<file path="config.mk">
export PLATFORM = sky130hd
export DESIGN_NAME = gyro_adc_scan_average_flat
export DESIGN_NICKNAME = d
export VERILOG_FILES = /design/src/sv/gasa_pkg.sv /design/src/sv/gasa_ifs.sv /design/src/sv/gasa_div.sv /design/src/sv/gyro_adc_scan_average.sv /design/src/flat_wrapper.sv
export SDC_FILE = /design/constraint.sdc
export NUM_CORES = 1
export LEC_CHECK = 0
export ABC_AREA = 1
export BUFFER_PORTS_ARGS = -buffer_cell sky130_fd_sc_hd__buf_2
export CELL_PAD_IN_SITES_DETAIL_PLACEMENT = 0
export CELL_PAD_IN_SITES_GLOBAL_PLACEMENT = 1
export CORE_ASPECT_RATIO = 1.5
export CORE_MARGIN = 5
export CORE_UTILIZATION = 40
export CTS_CLUSTER_SIZE = 28
export DETAILED_ROUTE_END_ITERATION = 6
export GPL_ROUTABILITY_DRIVEN = 0
export MAX_ROUTING_LAYER = met4
export PLACE_DENSITY_LB_ADDON = 0.25
export SYNTH_ARGS = -nofsm -noshare
export SYNTH_HDL_FRONTEND = slang
export SYNTH_SLANG_ARGS = --single-unit
</file>
<file path="constraint.sdc">
create_clock -name clk -period 5.7 [get_ports clk]
set_input_delay 0.285 -clock clk [delete_from_list [all_inputs] [get_ports clk]]
set_output_delay 0.285 -clock clk [all_outputs]
set_load 0.1 [all_outputs]
</file>
<file path="src/sv/gasa_pkg.sv">
package gasa_pkg;

	localparam int SAMPLE_W        = 10;
	localparam int SUM_W           = 16;
	localparam int AVG_W           = 10;
	localparam int BIAS_W          = 11;
	localparam int SEL_W           = 6;
	localparam int NEG_W           = 3;
	localparam int RATE_W          = 12;
	localparam int AXIS_W          = 2;
	localparam int CFG_IDX_W       = 3;
	localparam int CFG_DATA_W      = 11;
	localparam int NUM_SLOTS       = 5;
	localparam int SLOT_W          = 3;
	localparam int NUM_AXES        = 3;
	localparam int DEF_MAX_SAMPLES = 63;

	localparam logic [SEL_W-1:0] AXIS_SELECT_RESET = 6'd36;

	typedef enum logic {
		OP_SAMPLE = 1'b0,
		OP_LATCH  = 1'b1
	} opcode_t;

	typedef enum logic [CFG_IDX_W-1:0] {
		REG_BIAS0  = 3'd0,
		REG_BIAS1  = 3'd1,
		REG_BIAS2  = 3'd2,
		REG_AXSEL  = 3'd3,
		REG_NEGATE = 3'd4
	} cfg_reg_t;

	typedef struct packed {
		logic busy;
		logic done;
	} div_stat_t;

	// Scan slot (position 0..4 in the scan 0,1,2,6,7) holding the channel
	// for average j: gyro 0..2 come from channels 1,2,0, references from 7,6.
	function automatic logic [SLOT_W-1:0] avg_slot(input logic [SLOT_W-1:0] j);
		logic [SLOT_W-1:0] s;
		case (j)
			3'd0:    s = 3'd1;
			3'd1:    s = 3'd2;
			3'd2:    s = 3'd0;
			3'd3:    s = 3'd4;
			3'd4:    s = 3'd3;
			default: s = 3'd0;
		endcase
		return s;
	endfunction

endpackage

</file>
<file path="src/sv/gasa_ifs.sv">
interface gasa_in_if;
	import gasa_pkg::*;
	logic                valid;
	logic                ready;
	logic                opcode;
	logic [SAMPLE_W-1:0] sample;
	modport source  (output valid, output opcode, output sample, input ready);
	modport sink    (input valid, input opcode, input sample, output ready);
	modport monitor (input valid, input opcode, input sample, input ready);
endinterface

interface gasa_out_if;
	import gasa_pkg::*;
	logic                     valid;
	logic                     ready;
	logic [AXIS_W-1:0]        axis;
	logic signed [RATE_W-1:0] rate;
	logic                     last;
	modport source  (output valid, output axis, output rate, output last, input ready);
	modport sink    (input valid, input axis, input rate, input last, output ready);
	modport monitor (input valid, input axis, input rate, input last, input ready);
endinterface

interface gasa_cfg_if;
	import gasa_pkg::*;
	logic                  valid;
	logic                  ready;
	logic [CFG_IDX_W-1:0]  index;
	logic [CFG_DATA_W-1:0] data;
	modport source (output valid, output index, output data, input ready);
	modport sink   (input valid, input index, input data, output ready);
endinterface

</file>
<file path="src/sv/gasa_div.sv">
module gasa_div #(
	parameter int DVD_W = gasa_pkg::SUM_W,
	parameter int DVR_W = 6
) (
	input  logic                 clk,
	input  logic                 arst_n,
	input  logic                 start,
	input  logic [DVD_W-1:0]     dividend,
	input  logic [DVR_W-1:0]     divisor,
	output logic [DVD_W-1:0]     quotient,
	output gasa_pkg::div_stat_t  stat
);
	import gasa_pkg::*;

	localparam int STEP_W = $clog2(DVD_W + 1);

	logic [DVD_W-1:0]  dvd_q;
	logic [DVR_W-1:0]  dvr_q;
	logic [DVR_W-1:0]  rem_q;
	logic [STEP_W-1:0] step_q;
	logic              busy_q;
	logic              done_q;

	logic [DVR_W:0] shifted;
	logic [DVR_W:0] diff;
	logic           ge;

	// One restoring step: shift in the next dividend bit, subtract if it fits.
	always_comb begin
		shifted = {rem_q, dvd_q[DVD_W-1]};
		diff    = shifted - {1'b0, dvr_q};
		ge      = shifted >= {1'b0, dvr_q};
	end

	always_ff @(posedge clk or negedge arst_n) begin
		if (!arst_n) begin
			busy_q <= 1'b0;
			done_q <= 1'b0;
			step_q <= '0;
		end else begin
			done_q <= 1'b0;
			if (start) begin
				busy_q <= 1'b1;
				step_q <= STEP_W'(DVD_W);
			end else if (busy_q) begin
				step_q <= step_q - 1'b1;
				if (step_q == STEP_W'(1)) begin
					busy_q <= 1'b0;
					done_q <= 1'b1;
				end
			end
		end
	end

	always_ff @(posedge clk) begin
		if (start) begin
			dvd_q <= dividend;
			dvr_q <= divisor;
			rem_q <= '0;
		end else if (busy_q) begin
			rem_q <= ge ? diff[DVR_W-1:0] : shifted[DVR_W-1:0];
			dvd_q <= {dvd_q[DVD_W-2:0], ge};
		end
	end

	assign quotient  = dvd_q;
	assign stat.busy = busy_q;
	assign stat.done = done_q;

endmodule

</file>
<file path="src/sv/gyro_adc_scan_average.sv">
// Channel   Dir  Payload                      Transaction
// samples   in   opcode, sample[9:0]          valid && ready
// results   out  axis[1:0], rate[11:0], last  valid && ready
// cfg       in   index[2:0], data[10:0]       valid && ready (ready always high)
//
// A latch runs five divisions on the shared 16-step restoring divider (a channel with
// zero count skips its division), then one clear and three result loads.
// Reset clears sums, counts, averages, scan position, bias and negate registers, and sets axis select to its default.
// A stalled result holds the sequencer; a sample is taken while the last result waits.
module gyro_adc_scan_average #(
	parameter int MAX_SAMPLES = gasa_pkg::DEF_MAX_SAMPLES
) (
	input  logic clk,
	input  logic arst_n,
	gasa_in_if.sink    samples,
	gasa_out_if.source results,
	gasa_cfg_if.sink   cfg
);
	import gasa_pkg::*;

	localparam int CNT_W = $clog2(MAX_SAMPLES + 1);

	typedef enum logic [4:0] {
		ST_IDLE      = 5'b00001,
		ST_DIV_START = 5'b00010,
		ST_DIV_WAIT  = 5'b00100,
		ST_CLEAR     = 5'b01000,
		ST_EMIT      = 5'b10000
	} state_t;

	state_t state_q;

	logic signed [BIAS_W-1:0] bias_q [NUM_AXES];
	logic [SEL_W-1:0]         axis_sel_q;
	logic [NEG_W-1:0]         negate_q;

	logic [SUM_W-1:0]  sum_q [NUM_SLOTS];
	logic [CNT_W-1:0]  cnt_q [NUM_SLOTS];
	logic [SLOT_W-1:0] scan_q;
	logic [AVG_W-1:0]  gyro_avg_q [NUM_AXES];
	logic [AVG_W-1:0]  ref_avg_q [2];
	logic [SLOT_W-1:0] avg_idx_q;
	logic [AXIS_W-1:0] out_idx_q;

	logic                     out_valid_q;
	logic [AXIS_W-1:0]        out_axis_q;
	logic signed [RATE_W-1:0] out_rate_q;
	logic                     out_last_q;

	logic              in_fire;
	logic              out_fire;
	logic [SLOT_W-1:0] rd_slot;
	logic [SUM_W-1:0]  rd_sum;
	logic [CNT_W-1:0]  rd_cnt;
	logic              div_start;
	logic [SUM_W-1:0]  quotient;
	div_stat_t         div_stat;
	logic              out_load;

	logic [1:0]               phys;
	logic [AVG_W-1:0]         gyro_sel;
	logic [AVG_W-1:0]         ref_sel;
	logic signed [BIAS_W-1:0] bias_sel;
	logic signed [RATE_W:0]   diff;
	logic signed [RATE_W:0]   rate_full;

	assign samples.ready = (state_q == ST_IDLE);
	assign cfg.ready     = 1'b1;
	assign in_fire       = samples.valid && samples.ready;
	assign out_fire      = results.valid && results.ready;

	// One read port on the sums and counts: scan slot when idle, averaging slot otherwise.
	assign rd_slot = (state_q == ST_IDLE) ? scan_q : avg_slot(avg_idx_q);
	assign rd_sum  = sum_q[rd_slot];
	assign rd_cnt  = cnt_q[rd_slot];

	assign div_start = (state_q == ST_DIV_START) && (rd_cnt != '0);
	assign out_load  = (state_q == ST_EMIT) && (!out_valid_q || results.ready);

	gasa_div #(
		.DVD_W (SUM_W),
		.DVR_W (CNT_W)
	) u_div (
		.clk      (clk),
		.arst_n   (arst_n),
		.start    (div_start),
		.dividend (rd_sum),
		.divisor  (rd_cnt),
		.quotient (quotient),
		.stat     (div_stat)
	);

	// Corrected rate for the output axis being loaded.
	always_comb begin
		phys = axis_sel_q[2*out_idx_q +: 2];
		if (phys == 2'd3) begin
			phys = 2'd2;
		end
		gyro_sel  = gyro_avg_q[phys];
		ref_sel   = (phys == 2'd2) ? ref_avg_q[1] : ref_avg_q[0];
		bias_sel  = bias_q[phys];
		diff      = $signed({3'b000, gyro_sel}) - $signed({3'b000, ref_sel})
		            - (RATE_W+1)'(bias_sel);
		rate_full = negate_q[out_idx_q] ? -diff : diff;
	end

	always_ff @(posedge clk or negedge arst_n) begin
		if (!arst_n) begin
			for (int i = 0; i < NUM_AXES; i++) begin
				bias_q[i] <= '0;
			end
			axis_sel_q <= AXIS_SELECT_RESET;
			negate_q   <= '0;
		end else if (cfg.valid && cfg.ready) begin
			case (cfg_reg_t'(cfg.index))
				REG_BIAS0:  bias_q[0]  <= cfg.data;
				REG_BIAS1:  bias_q[1]  <= cfg.data;
				REG_BIAS2:  bias_q[2]  <= cfg.data;
				REG_AXSEL:  axis_sel_q <= cfg.data[SEL_W-1:0];
				REG_NEGATE: negate_q   <= cfg.data[NEG_W-1:0];
				default: ;
			endcase
		end
	end

	always_ff @(posedge clk or negedge arst_n) begin
		if (!arst_n) begin
			state_q     <= ST_IDLE;
			scan_q      <= '0;
			avg_idx_q   <= '0;
			out_idx_q   <= '0;
			out_valid_q <= 1'b0;
			for (int i = 0; i < NUM_SLOTS; i++) begin
				sum_q[i] <= '0;
				cnt_q[i] <= '0;
			end
			for (int i = 0; i < NUM_AXES; i++) begin
				gyro_avg_q[i] <= '0;
			end
			ref_avg_q[0] <= '0;
			ref_avg_q[1] <= '0;
		end else begin
			if (out_load) begin
				out_valid_q <= 1'b1;
			end else if (out_fire) begin
				out_valid_q <= 1'b0;
			end

			case (state_q)
				ST_IDLE: begin
					if (in_fire) begin
						if (opcode_t'(samples.opcode) == OP_SAMPLE) begin
							if (rd_cnt < CNT_W'(MAX_SAMPLES)) begin
								sum_q[scan_q] <= rd_sum + SUM_W'(samples.sample);
								cnt_q[scan_q] <= rd_cnt + 1'b1;
							end
							scan_q <= (scan_q == SLOT_W'(NUM_SLOTS - 1)) ? '0 : scan_q + 1'b1;
						end else begin
							avg_idx_q <= '0;
							state_q   <= ST_DIV_START;
						end
					end
				end
				ST_DIV_START: begin
					if (rd_cnt != '0) begin
						state_q <= ST_DIV_WAIT;
					end else if (avg_idx_q == SLOT_W'(NUM_SLOTS - 1)) begin
						state_q <= ST_CLEAR;
					end else begin
						avg_idx_q <= avg_idx_q + 1'b1;
					end
				end
				ST_DIV_WAIT: begin
					if (div_stat.done) begin
						case (avg_idx_q)
							3'd0:    gyro_avg_q[0] <= quotient[AVG_W-1:0];
							3'd1:    gyro_avg_q[1] <= quotient[AVG_W-1:0];
							3'd2:    gyro_avg_q[2] <= quotient[AVG_W-1:0];
							3'd3:    ref_avg_q[0]  <= quotient[AVG_W-1:0];
							default: ref_avg_q[1]  <= quotient[AVG_W-1:0];
						endcase
						if (avg_idx_q == SLOT_W'(NUM_SLOTS - 1)) begin
							state_q <= ST_CLEAR;
						end else begin
							avg_idx_q <= avg_idx_q + 1'b1;
							state_q   <= ST_DIV_START;
						end
					end
				end
				ST_CLEAR: begin
					for (int i = 0; i < NUM_SLOTS; i++) begin
						sum_q[i] <= '0;
						cnt_q[i] <= '0;
					end
					out_idx_q <= '0;
					state_q   <= ST_EMIT;
				end
				ST_EMIT: begin
					if (out_load) begin
						if (out_idx_q == AXIS_W'(NUM_AXES - 1)) begin
							state_q <= ST_IDLE;
						end else begin
							out_idx_q <= out_idx_q + 1'b1;
						end
					end
				end
				default: state_q <= ST_IDLE;
			endcase
		end
	end

	always_ff @(posedge clk) begin
		if (out_load) begin
			out_axis_q <= out_idx_q;
			out_rate_q <= rate_full[RATE_W-1:0];
			out_last_q <= (out_idx_q == AXIS_W'(NUM_AXES - 1));
		end
	end

	assign results.valid = out_valid_q;
	assign results.axis  = out_axis_q;
	assign results.rate  = out_rate_q;
	assign results.last  = out_last_q;

endmodule

</file>
<file path="src/flat_wrapper.sv">
// flat-port wrapper written by rule: the top's interface ports become plain ports
module gyro_adc_scan_average_flat import gasa_pkg::*;
#(
	parameter int MAX_SAMPLES = gasa_pkg::DEF_MAX_SAMPLES
)
  (clk, arst_n, samples_valid, samples_opcode, samples_sample, samples_ready, results_valid, results_axis, results_rate, results_last, results_ready, cfg_valid, cfg_index, cfg_data, cfg_ready);
  gasa_in_if samples_i ();
  gasa_out_if results_i ();
  gasa_cfg_if cfg_i ();
  input  logic clk;
  input  logic arst_n;
  input wire logic [$bits(samples_i.valid)-1:0] samples_valid;
  input wire logic [$bits(samples_i.opcode)-1:0] samples_opcode;
  input wire logic [$bits(samples_i.sample)-1:0] samples_sample;
  output wire logic [$bits(samples_i.ready)-1:0] samples_ready;
  output wire logic [$bits(results_i.valid)-1:0] results_valid;
  output wire logic [$bits(results_i.axis)-1:0] results_axis;
  output wire logic [$bits(results_i.rate)-1:0] results_rate;
  output wire logic [$bits(results_i.last)-1:0] results_last;
  input wire logic [$bits(results_i.ready)-1:0] results_ready;
  input wire logic [$bits(cfg_i.valid)-1:0] cfg_valid;
  input wire logic [$bits(cfg_i.index)-1:0] cfg_index;
  input wire logic [$bits(cfg_i.data)-1:0] cfg_data;
  output wire logic [$bits(cfg_i.ready)-1:0] cfg_ready;
  assign samples_i.valid = samples_valid;
  assign samples_i.opcode = samples_opcode;
  assign samples_i.sample = samples_sample;
  assign samples_ready = samples_i.ready;
  assign results_valid = results_i.valid;
  assign results_axis = results_i.axis;
  assign results_rate = results_i.rate;
  assign results_last = results_i.last;
  assign results_i.ready = results_ready;
  assign cfg_i.valid = cfg_valid;
  assign cfg_i.index = cfg_index;
  assign cfg_i.data = cfg_data;
  assign cfg_ready = cfg_i.ready;
  gyro_adc_scan_average #(.MAX_SAMPLES(MAX_SAMPLES)) u_core (.clk(clk), .arst_n(arst_n), .samples(samples_i), .results(results_i), .cfg(cfg_i));
endmodule
</file>
==> impl_metrics.env, run 1 <==
export IMPL_totalWireLength_mm=38.4
export IMPL_io_pins=48
export IMPL_synth_commonest_cells="nand2_1, dfrtp_1, o21ai_0"
export IMPL_fmax_mhz=194
export IMPL_ys_types=49
export IMPL_synth_avg_cell_area_sq_um=8.36
export IMPL_cts_made_buffers=28
export IMPL_regArea_sq_um=6820
export IMPL_wl_per_cell_um=17.4
export IMPL_drtPass1Iterations=5
export IMPL_critPathMaxStageDelay_ns=0.42
export IMPL_portBuffers=46
export IMPL_worstSetupPathType="register to register"
export IMPL_synth_most_common_cell="nand2_1"
export IMPL_yosysTopAreaCell="dfrtp_1"
export IMPL_root_buffer="clkbuf_16"
export IMPL_dieWidth_um=163
export IMPL_min_period_ns=5.17
export IMPL_core_area_sq_um=34900
export IMPL_drc=0
export IMPL_cap_viol_max_count=0
export IMPL_dieArea_sq_um=39100
export IMPL_yosysTopAreaCellShare=0.392
export IMPL_antenna_cells=0
export IMPL_synthToLayoutAreaGrowth_pct=10.9
export IMPL_drtIter0Drc=855
export IMPL_synth_seq_cells=266
export IMPL_worst_ep_required_time_ns=6.01
export IMPL_syn_inst=1681
export IMPL_setup_viol=0
export IMPL_fin_crit_sh=0.906
export IMPL_via_per_inst=5.10
export IMPL_status="complete, no violations"
export IMPL_grt_max_degree=161
export IMPL_nNetsFinal=1799
export IMPL_rsz0062_at_grt="no"
export IMPL_min_path_type="input port to register"
export IMPL_syn_area_sq_um=14100
export IMPL_setup_tns_ns=0
export IMPL_cts_tree="yes"
export IMPL_yosys_top_cells_area="dfrtp_1, nand2_1, edfxtp_1, o21ai_0, ha_1"
export IMPL_h_tree_depth=1
export IMPL_die_y_um=240
export IMPL_drive_gt1_frac=0.0881
export IMPL_start_kind="register"
export IMPL_multi_input_area_sq_um=6310
export IMPL_antenna_found_initial=0
export IMPL_clockBufferDepth=3
export IMPL_worstSetupEndpointType="register"
export IMPL_grt_pass1_wl_mm=61.6
export IMPL_slew_viol_final=0
export IMPL_post_cts_buffers=0
export IMPL_start_util=0.403
export IMPL_async_flop_share=0.838
export IMPL_syn_nets=1766
export IMPL_dpl_hpwl_mm=27.0
export IMPL_slew_headroom=0.258
export IMPL_cpMaxStageDelayCell="fa_1"
export IMPL_cpMostUsedCell="nand2_1"
export IMPL_clk_latency_ns=0.55
export IMPL_ys_seq_area_frac=0.485
export IMPL_hold_viol_final=0
export IMPL_core_rowCount=84
export IMPL_via_count=11300
export IMPL_cp_data_arrival_time_ns=5.48
export IMPL_cts_sinks=266
export IMPL_synth_warnings=0
export IMPL_fillers=3553
export IMPL_grt_pass1_vias=11300
export IMPL_clk_pin_slew_ns=0.07
export IMPL_synth_flop_cell="dfrtp_1"
export IMPL_synth_edff_count=37
export IMPL_grt_usage=0.204
export IMPL_overflow=0
export IMPL_worst_pin_slew_ns=1.11
export IMPL_worstPathMaxFanout=14
export IMPL_ant_nets=0
export IMPL_fin_skew_ns=0.0153
[placed cells by master (no fill, tap or decap), types with 6 or more instances in the layout]
cell type	instances
a21oi_1	58
buf_2	45
buf_4	18
clkbuf_1	11
clkbuf_16	29
clkinv_1	6
dfrtp_1	220
dfxtp_1	6
edfxtp_1	37
ha_1	51
inv_1	136
inv_2	6
mux2i_1	8
nand2_1	525
nand2_2	7
nand3_1	85
nand3_4	10
nand4_1	21
nor2_1	72
nor3_1	16
o21ai_0	177
o21ai_1	62
o221ai_1	9
o22ai_1	14
or2_2	11
xnor2_1	15
xor2_1	25
[worst paths after layout]
check	from	endpoint	slack [ns]	cells after the start
max in group asynchronous	arst_n	u_core.cnt_q[10]	4.04	3
worst max-delay path	u_core.out_idx_q[0]	u_core.results.rate[11]	0.53	29
worst min register to register	u_core.bias_q[3]	u_core.bias_q[3]	0.48	2
worst min-delay path	cfg_data[10]	u_core.bias_q[21]	0.03	3
min in group asynchronous	arst_n	u_core.u_div.step_q[4]	0.27	2
worst max register to register	u_core.out_idx_q[0]	u_core.results.rate[11]	0.53	29
[sequential cells by signal (all words and copies together), names as in the netlist, 2 cells and up]
name and flops:
u_core.negate_q 3, u_core.sum_q 80, u_core.scan_q 3, u_core.cnt_q 30, u_core.avg_idx_q 3, u_core.ref_avg_q 20
u_core.state_q 5, u_core.bias_q 33, u_core.results.rate 12, u_core.u_div.step_q 5, u_core.axis_sel_q 6, u_core.results.axis 2
u_core.u_div.quotient 16, u_core.out_idx_q 2, u_core.gyro_avg_q 30, u_core.u_div.rem_q 6, u_core.u_div.dvr_q 6
[per-layer routing]
layer | track usage | wire length [um]
met1 | 0.235 | 15700
met5 | - | 0
met3 | 0.0193 | 1090
met2 | 0.380 | 20800
met4 | 0.0511 | 811
[metrics by stage]
| step | setup WS (ns) | hold slack (ns) | cell area [sq um] | util | std cells |
|---|---|---|---|---|---|
| after floorplan | 0.870 | -0.0106 | 14100 | - | 1681 |
| after global placement | 0.518 | 0.284 | 14600 | 0.420 | 2155 |
| after detailed placement | 0.436 | 0.277 | 14600 | 0.420 | 2155 |
| after CTS | 0.367 | 0.0158 | 15600 | 0.447 | 2209 |
| after global routing | 0.0347 | 0.0320 | 15600 | 0.447 | 2209 |
| final | 0.534 | 0.0344 | 15600 | 0.447 | 2209 |
[kinds of logic (layout without fill, tap and decap cells)]
| family | Yosys count | count (layout) | synth area share |
|---|---|---|---|
| buf+inv | 208 | 263 | 0.0670 |
| xor+xnor | 40 | 40 | 0.0249 |
| fa+ha+maj | 55 | 55 | 0.0511 |
| other cells | 1 | 1 | 0.000267 |
| compound gates | 342 | 342 | 0.130 |
| flops | 266 | 266 | 0.485 |
| simple gates | 761 | 761 | 0.236 |
| mux | 8 | 8 | 0.00570 |
[layout make-up]
class,instances,area share
tap,473,0.0380
multi-input combinational,1207,0.405
clock inverter,10,0.00795
inverter,144,0.0347
clock buffer,42,0.0510
sequential,266,0.437
timing repair buffer,67,0.0266
[what timing repair did]
action,4_1_cts,5_1_grt
hold buffers,2,0
hold endpoints to repair,63,0
gates resized for setup,0,3
setup endpoints to repair,0,1
[critical path: cells and delay by family (launching register included)]
kind	cells	cell delay [ns]
AO/OA/AOI/OAI	9	1.49
buffers and inverters	4	0.62
adder cells (fa/ha/maj)	3	1.02
XOR/XNOR	1	0.14
flip-flops	1	0.41
AND/OR/NAND/NOR	12	1.26
Power of run 1 is left out: the tool's default activity adds up to more than one toggle a clock period on the data nets, which glitch-free logic cannot reach.
==> inputs of run 2 (changes only) <==
- CTS_CLUSTER_DIAMETER: unset -> 150
- PLACE_DENSITY: unset -> 0.74
- PLACE_DENSITY_LB_ADDON: 0.25 -> unset
==> run 2 against run 1 <==
Die area is the same. Critical path type unchanged. Critical path depth did not move. Clock skew is 0.0040 ns higher. Worst hold slack gained 0.036 ns. Setup slack better by 0.062 ns. Clock-buffer cell count shrank 22. Critical endpoint unchanged. Flip-flop and latch count is the same. Final cell count is 1.5% lower. Sequential share of layout area increased by 1.7 points. Utilization fell by 1.7 points.
==> impl_metrics.env, run 2 (synthesis gave the netlist of run 1 again) <==
export IMPL_status="complete, no violations"
export IMPL_mostFrequentLayoutCells="nand2_1, dfrtp_1, o21ai_0"
export IMPL_overflow=0
export IMPL_worstSetupPathType="register to register"
export IMPL_reg_top3="u_core.sum_q (80), u_core.bias_q (33)"
export IMPL_dieWidth_um=163
export IMPL_synthToLayoutAreaGrowth_pct=6.78
export IMPL_wl_per_cell_um=17.2
export IMPL_setup_viol=0
export IMPL_clk_pin_slew_ns=0.12
export IMPL_via_per_inst=5.11
export IMPL_worstSetupEndpointType="register"
export IMPL_grt_pass1_wl_mm=60.5
export IMPL_post_cts_buffers=0
export IMPL_largest_reg_flops=80
export IMPL_root_buffer="clkbuf_16"
export IMPL_drtPass1Iterations=5
export IMPL_h_tree_depth=1
export IMPL_min_path_type="input port to register"
export IMPL_cts_made_buffers=13
export IMPL_final_common_cell="nand2_1"
export IMPL_setup_slack_ns=0.596
export IMPL_clk_latency_ns=0.51
export IMPL_critPathMaxStageDelay_ns=0.44
export IMPL_via_count=11100
export IMPL_core_rowCount=84
export IMPL_cpMaxStageDelayCell="dfrtp_1"
export IMPL_io_pins=48
export IMPL_setup_tns_ns=0
export IMPL_fin_crit_sh=0.895
export IMPL_rsz0062_at_grt="no"
export IMPL_start_kind="register"
export IMPL_antenna_cells=0
export IMPL_grt_max_degree=115
export IMPL_cts_sinks=266
export IMPL_min_period_ns=5.10
export IMPL_start_util=0.403
export IMPL_drive_gt1_frac=0.0746
export IMPL_cp_data_arrival_time_ns=5.39
export IMPL_cap_viol_max_count=0
export IMPL_hold_viol_final=0
export IMPL_fin_skew_ns=0.0193
export IMPL_die_y_um=240
export IMPL_pre_cts_ws_ns=0.373
export IMPL_totalWireLength_mm=37.4
export IMPL_worst_ep_required_time_ns=5.98
export IMPL_slew_headroom=0.236
export IMPL_nNetsFinal=1780
export IMPL_cts_tree="yes"
export IMPL_grt_usage=0.199
export IMPL_worst_pin_slew_ns=1.15
export IMPL_portBuffers=46
export IMPL_worstPathMaxFanout=8
export IMPL_ant_nets=0
export IMPL_clockBufferDepth=3
export IMPL_dpl_hpwl_mm=26.6
export IMPL_dieArea_sq_um=39100
export IMPL_cpMostUsedCell="nand2_1"
export IMPL_core_area_sq_um=34900
export IMPL_fmax_mhz=196
export IMPL_antenna_found_initial=0
export IMPL_slew_viol_final=0
export IMPL_drc=0
export IMPL_top_register="u_core.sum_q"
export IMPL_drtIter0Drc=646
export IMPL_grt_pass1_vias=11200
## run 2: changes by cell type in the layout (fill, tap and decap cells not counted)
cell,before,now
clkbuf_1,11,7
clkinv_2,2,0
clkbuf_8,2,0
bufinv_16,3,0
clkinv_4,1,0
buf_12,1,0
clkbuf_16,29,13
inv_6,0,1
buf_4,18,15
inv_12,0,1
clkinv_1,6,2
## run 2: per-stage QoR
| step | instance area, sq um | util | hold WS, ns | cells |
|---|---|---|---|---|
| floorplan | 14100 | - | -0.0106 | 1681 |
| global placement | 14600 | 0.418 | 0.439 | 2151 |
| detailed placement | 14600 | 0.418 | 0.426 | 2151 |
| CTS | 15000 | 0.430 | 0.0467 | 2175 |
| global route | 15000 | 0.430 | 0.0637 | 2175 |
| finish | 15000 | 0.430 | 0.0702 | 2175 |
## run 2: timing repair
action,CTS,global route
gates resized for setup,0,3
hold buffers,2,0
hold endpoints to repair,111,0
endpoints found under the setup margin,0,1
## run 2: final timing paths
| check | cells after the start | from | endpoint | slack (ns) |
|---|---|---|---|---|
| setup / recovery | 29 | u_core.out_idx_q[0] | u_core.results.rate[11] | 0.60 |
| hold / removal | 3 | cfg_data[10] | u_core.bias_q[32] | 0.07 |
| setup reg to reg | 29 | u_core.out_idx_q[0] | u_core.results.rate[11] | 0.60 |
| hold reg to reg | 2 | u_core.u_div.rem_q[4] | u_core.u_div.rem_q[4] | 0.49 |
| max in group asynchronous | 3 | arst_n | u_core.sum_q[33] | 3.92 |
| min in group asynchronous | 2 | arst_n | u_core.state_q[4] | 0.43 |
## run 2: cell type report
type,count,area [sq um]
multi-input combinational,1207,6310
fill,3584,19900
timing repair buffer,63,373
sequential,266,6820
clock inverter,2,25.0
clock buffer,20,352
inverter,144,541
tap,473,592
## run 2: layer usage
layer  global-route usage  part of all wire  up-vias  wire, um
met5                    -                 0        -         0
met4               0.0476             0.020        0       746
met3               0.0170             0.026       38       961
met2                0.370              0.54      164     20200
met1                0.232              0.41     5343     15500
li1                     -                 -     5560         -
## run 2: critical path: cells and delay by family, from the launching register on
| family | cells | cell delay [ns] |
|---|---|---|
| compound gates | 9 | 1.59 |
| simple gates | 12 | 1.28 |
| fa+ha+maj | 3 | 0.99 |
| flops | 1 | 0.44 |
| buf+inv | 4 | 0.40 |
| xor+xnor | 1 | 0.16 |
Power of run 2 is left out for the same reason.
==> inputs of run 3 (changes only) <==
- SYNTH_HIERARCHICAL: unset -> 1
==> run 3 against run 2 <==
Synthesized cell count is 1.4% higher. Worst hold slack gained 0.0054 ns. Final cell count grew 0.83%. Final area about the same. Critical path type unchanged. Sequential share of layout area about the same. Area after synthesis shrank 0.44%. Utilization up 0.11 points. Critical path depth shrank 2. Die area is 0.41% lower. Non-clock buffer count up 1. Wire length shrank 3.6%.
==> impl_metrics.env, run 3 <==
export IMPL_setup_viol=0
export IMPL_start_util=0.402
export IMPL_drc=0
export IMPL_clk_latency_ns=0.50
export IMPL_worstSetupEndpointType="register"
export IMPL_synth_warnings=6
export IMPL_clk_pin_slew_ns=0.13
export IMPL_vdd_drop_max_mv=0.750
export IMPL_fin_skew_ns=0.0326
export IMPL_cts_sinks=266
export IMPL_final_util=0.431
export IMPL_worst_ep_required_time_ns=5.98
export IMPL_cts_made_buffers=13
export IMPL_slew_viol_final=0
export IMPL_cpMostUsedCell="nand2_1"
export IMPL_worst_pin_slew_ns=0.903
export IMPL_clockBufferDepth=3
export IMPL_syn_area_sq_um=14000
export IMPL_drtPass1Iterations=5
export IMPL_post_cts_buffers=0
export IMPL_cp_data_arrival_time_ns=5.18
export IMPL_synthToLayoutAreaGrowth_pct=7.19
export IMPL_via_per_inst=5.11
export IMPL_portBuffers=46
export IMPL_syn_inst=1704
export IMPL_cpMaxStageDelayCell="fa_1"
export IMPL_syn_nets=1790
export IMPL_rsz0062_at_grt="no"
export IMPL_hold_viol_final=0
export IMPL_cap_viol_max_count=0
export IMPL_dpl_hpwl_mm=25.1
export IMPL_min_path_type="input port to register"
export IMPL_grt_usage=0.191
export IMPL_mostFrequentLayoutCells="nand2_1, dfrtp_1, o21ai_0"
export IMPL_fmax_mhz=204
export IMPL_setup_tns_ns=0
export IMPL_die_y_um=239
export IMPL_overflow=0
export IMPL_antenna_found_initial=0
export IMPL_place_area_sq_um=14600
export IMPL_nNetsFinal=1800
export IMPL_fin_crit_sh=0.859
export IMPL_final_common_cell="nand2_1"
export IMPL_min_period_ns=4.90
export IMPL_p_leak_uw=0.00715
export IMPL_synth_avg_cell_area_sq_um=8.21
export IMPL_start_kind="register"
export IMPL_top_register="u_core/sum_q"
export IMPL_via_count=11200
export IMPL_timing_critical_path_buf_inv=5
export IMPL_core_area_sq_um=34800
export IMPL_crit_family="compound AO/OA/AOI/OAI gates"
export IMPL_drive_gt1_frac=0.0703
export IMPL_h_tree_depth=1
export IMPL_worstSetupPathType="register to register"
export IMPL_antenna_cells=0
export IMPL_grt_pass1_wl_mm=58.7
export IMPL_dieArea_sq_um=38900
export IMPL_drtIter0Drc=776
export IMPL_largest_reg_flops=80
export IMPL_worstPathMaxFanout=14
export IMPL_grt_pass1_vias=11300
export IMPL_power_density_nw_per_um2=633
export IMPL_io_pins=48
export IMPL_totalWireLength_mm=36.1
export IMPL_wl_per_cell_um=16.5
export IMPL_fin_area_sq_um=15000
export IMPL_core_rowCount=84
export IMPL_critPathMaxStageDelay_ns=0.47
export IMPL_root_buffer="clkbuf_16"
export IMPL_r2r_setup_slack_ns=0.80
export IMPL_reg_top3="u_core/sum_q (80), u_core/bias_q (33)"
export IMPL_ant_nets=0
export IMPL_slew_headroom=0.398
export IMPL_cts_tree="yes"
export IMPL_grt_max_degree=115
export IMPL_status="complete, no violations"
export IMPL_dieWidth_um=163
-- run 3: metrics by stage --
stage	power, uW	instances	setup WS [ns]	hold WS, ns
after detailed placement	8510	2170	0.775	0.431
final	9500	2193	0.801	0.0757
after floorplan	6960	1704	1.42	-0.0106
after CTS	9600	2193	0.768	0.0639
after global placement	8440	2170	0.824	0.431
after global routing	10400	2193	0.238	0.0894
-- run 3: layout make-up --
class	instances	area, sq um
clock inverter	1	16.3
fill	3549	19800
multi-input combinational	1225	6300
clock buffer	20	352
inverter	144	541
tap	473	592
sequential	266	6820
timing repair buffer	64	380
-- run 3: worst register-to-register path: stages (launching register included) --
cell and delay [ns]:
dfrtp_1 0.42, clkinv_1 0.21, o21ai_0 0.21, nand2_1 0.27, inv_1 0.38, o21ai_0 0.17
o21a_1 0.23, fa_1 0.47, o21ai_0 0.29, nand2_1 0.09, nand2_1 0.07, a21oi_1 0.08
nor2_1 0.10, o21ai_0 0.08, nand2_1 0.10, xnor2_1 0.12, inv_1 0.06, ha_1 0.31
inv_1 0.06, o21ai_0 0.24, nor2_1 0.08, nand3_1 0.10, xor2_1 0.21, inv_1 0.08
nand3_1 0.11, nand2_1 0.05, nand2_1 0.05, nand2_1 0.04
-- run 3: final timing paths --
kind                                        from                      end  cells after the start
min in group asynchronous                 arst_n         u_core/sum_q[56]                      2
setup / recovery             u_core/out_idx_q[0]  u_core/results.rate[11]                     27
hold reg to reg            u_core/u_div/rem_q[3]    u_core/u_div/rem_q[3]                      2
hold / removal                    samples_opcode        u_core/state_q[0]                      4
max in group asynchronous                 arst_n     u_core/gyro_avg_q[0]                      3
setup reg to reg             u_core/out_idx_q[0]  u_core/results.rate[11]                     27
-- run 3: timing repair --
action | in CTS | in global routing
endpoints found under the hold margin | 113 | 0
gates resized for setup | 0 | 0
hold buffers | 2 | 0
-- run 3: per-layer routing --
metal / track usage / vias up / share of wire / wire length (um)
met2: 0.368 / 191 / 0.54 / 19600
li1: - / 5601 / - / -
met3: 0.0145 / 55 / 0.034 / 1220
met5: - / - / 0 / 0
met1: 0.211 / 5365 / 0.40 / 14400
met4: 0.0491 / 0 / 0.023 / 824
-- run 3: power by group --
group          leakage [uW]  switching, uW  internal (uW)
registers           0.00336            307           2570
clock network      0.000176            621            442
logic               0.00361           3820           1730
total               0.00715           4750           4740
No activity file was read; power rests on OpenSTA's default activity.
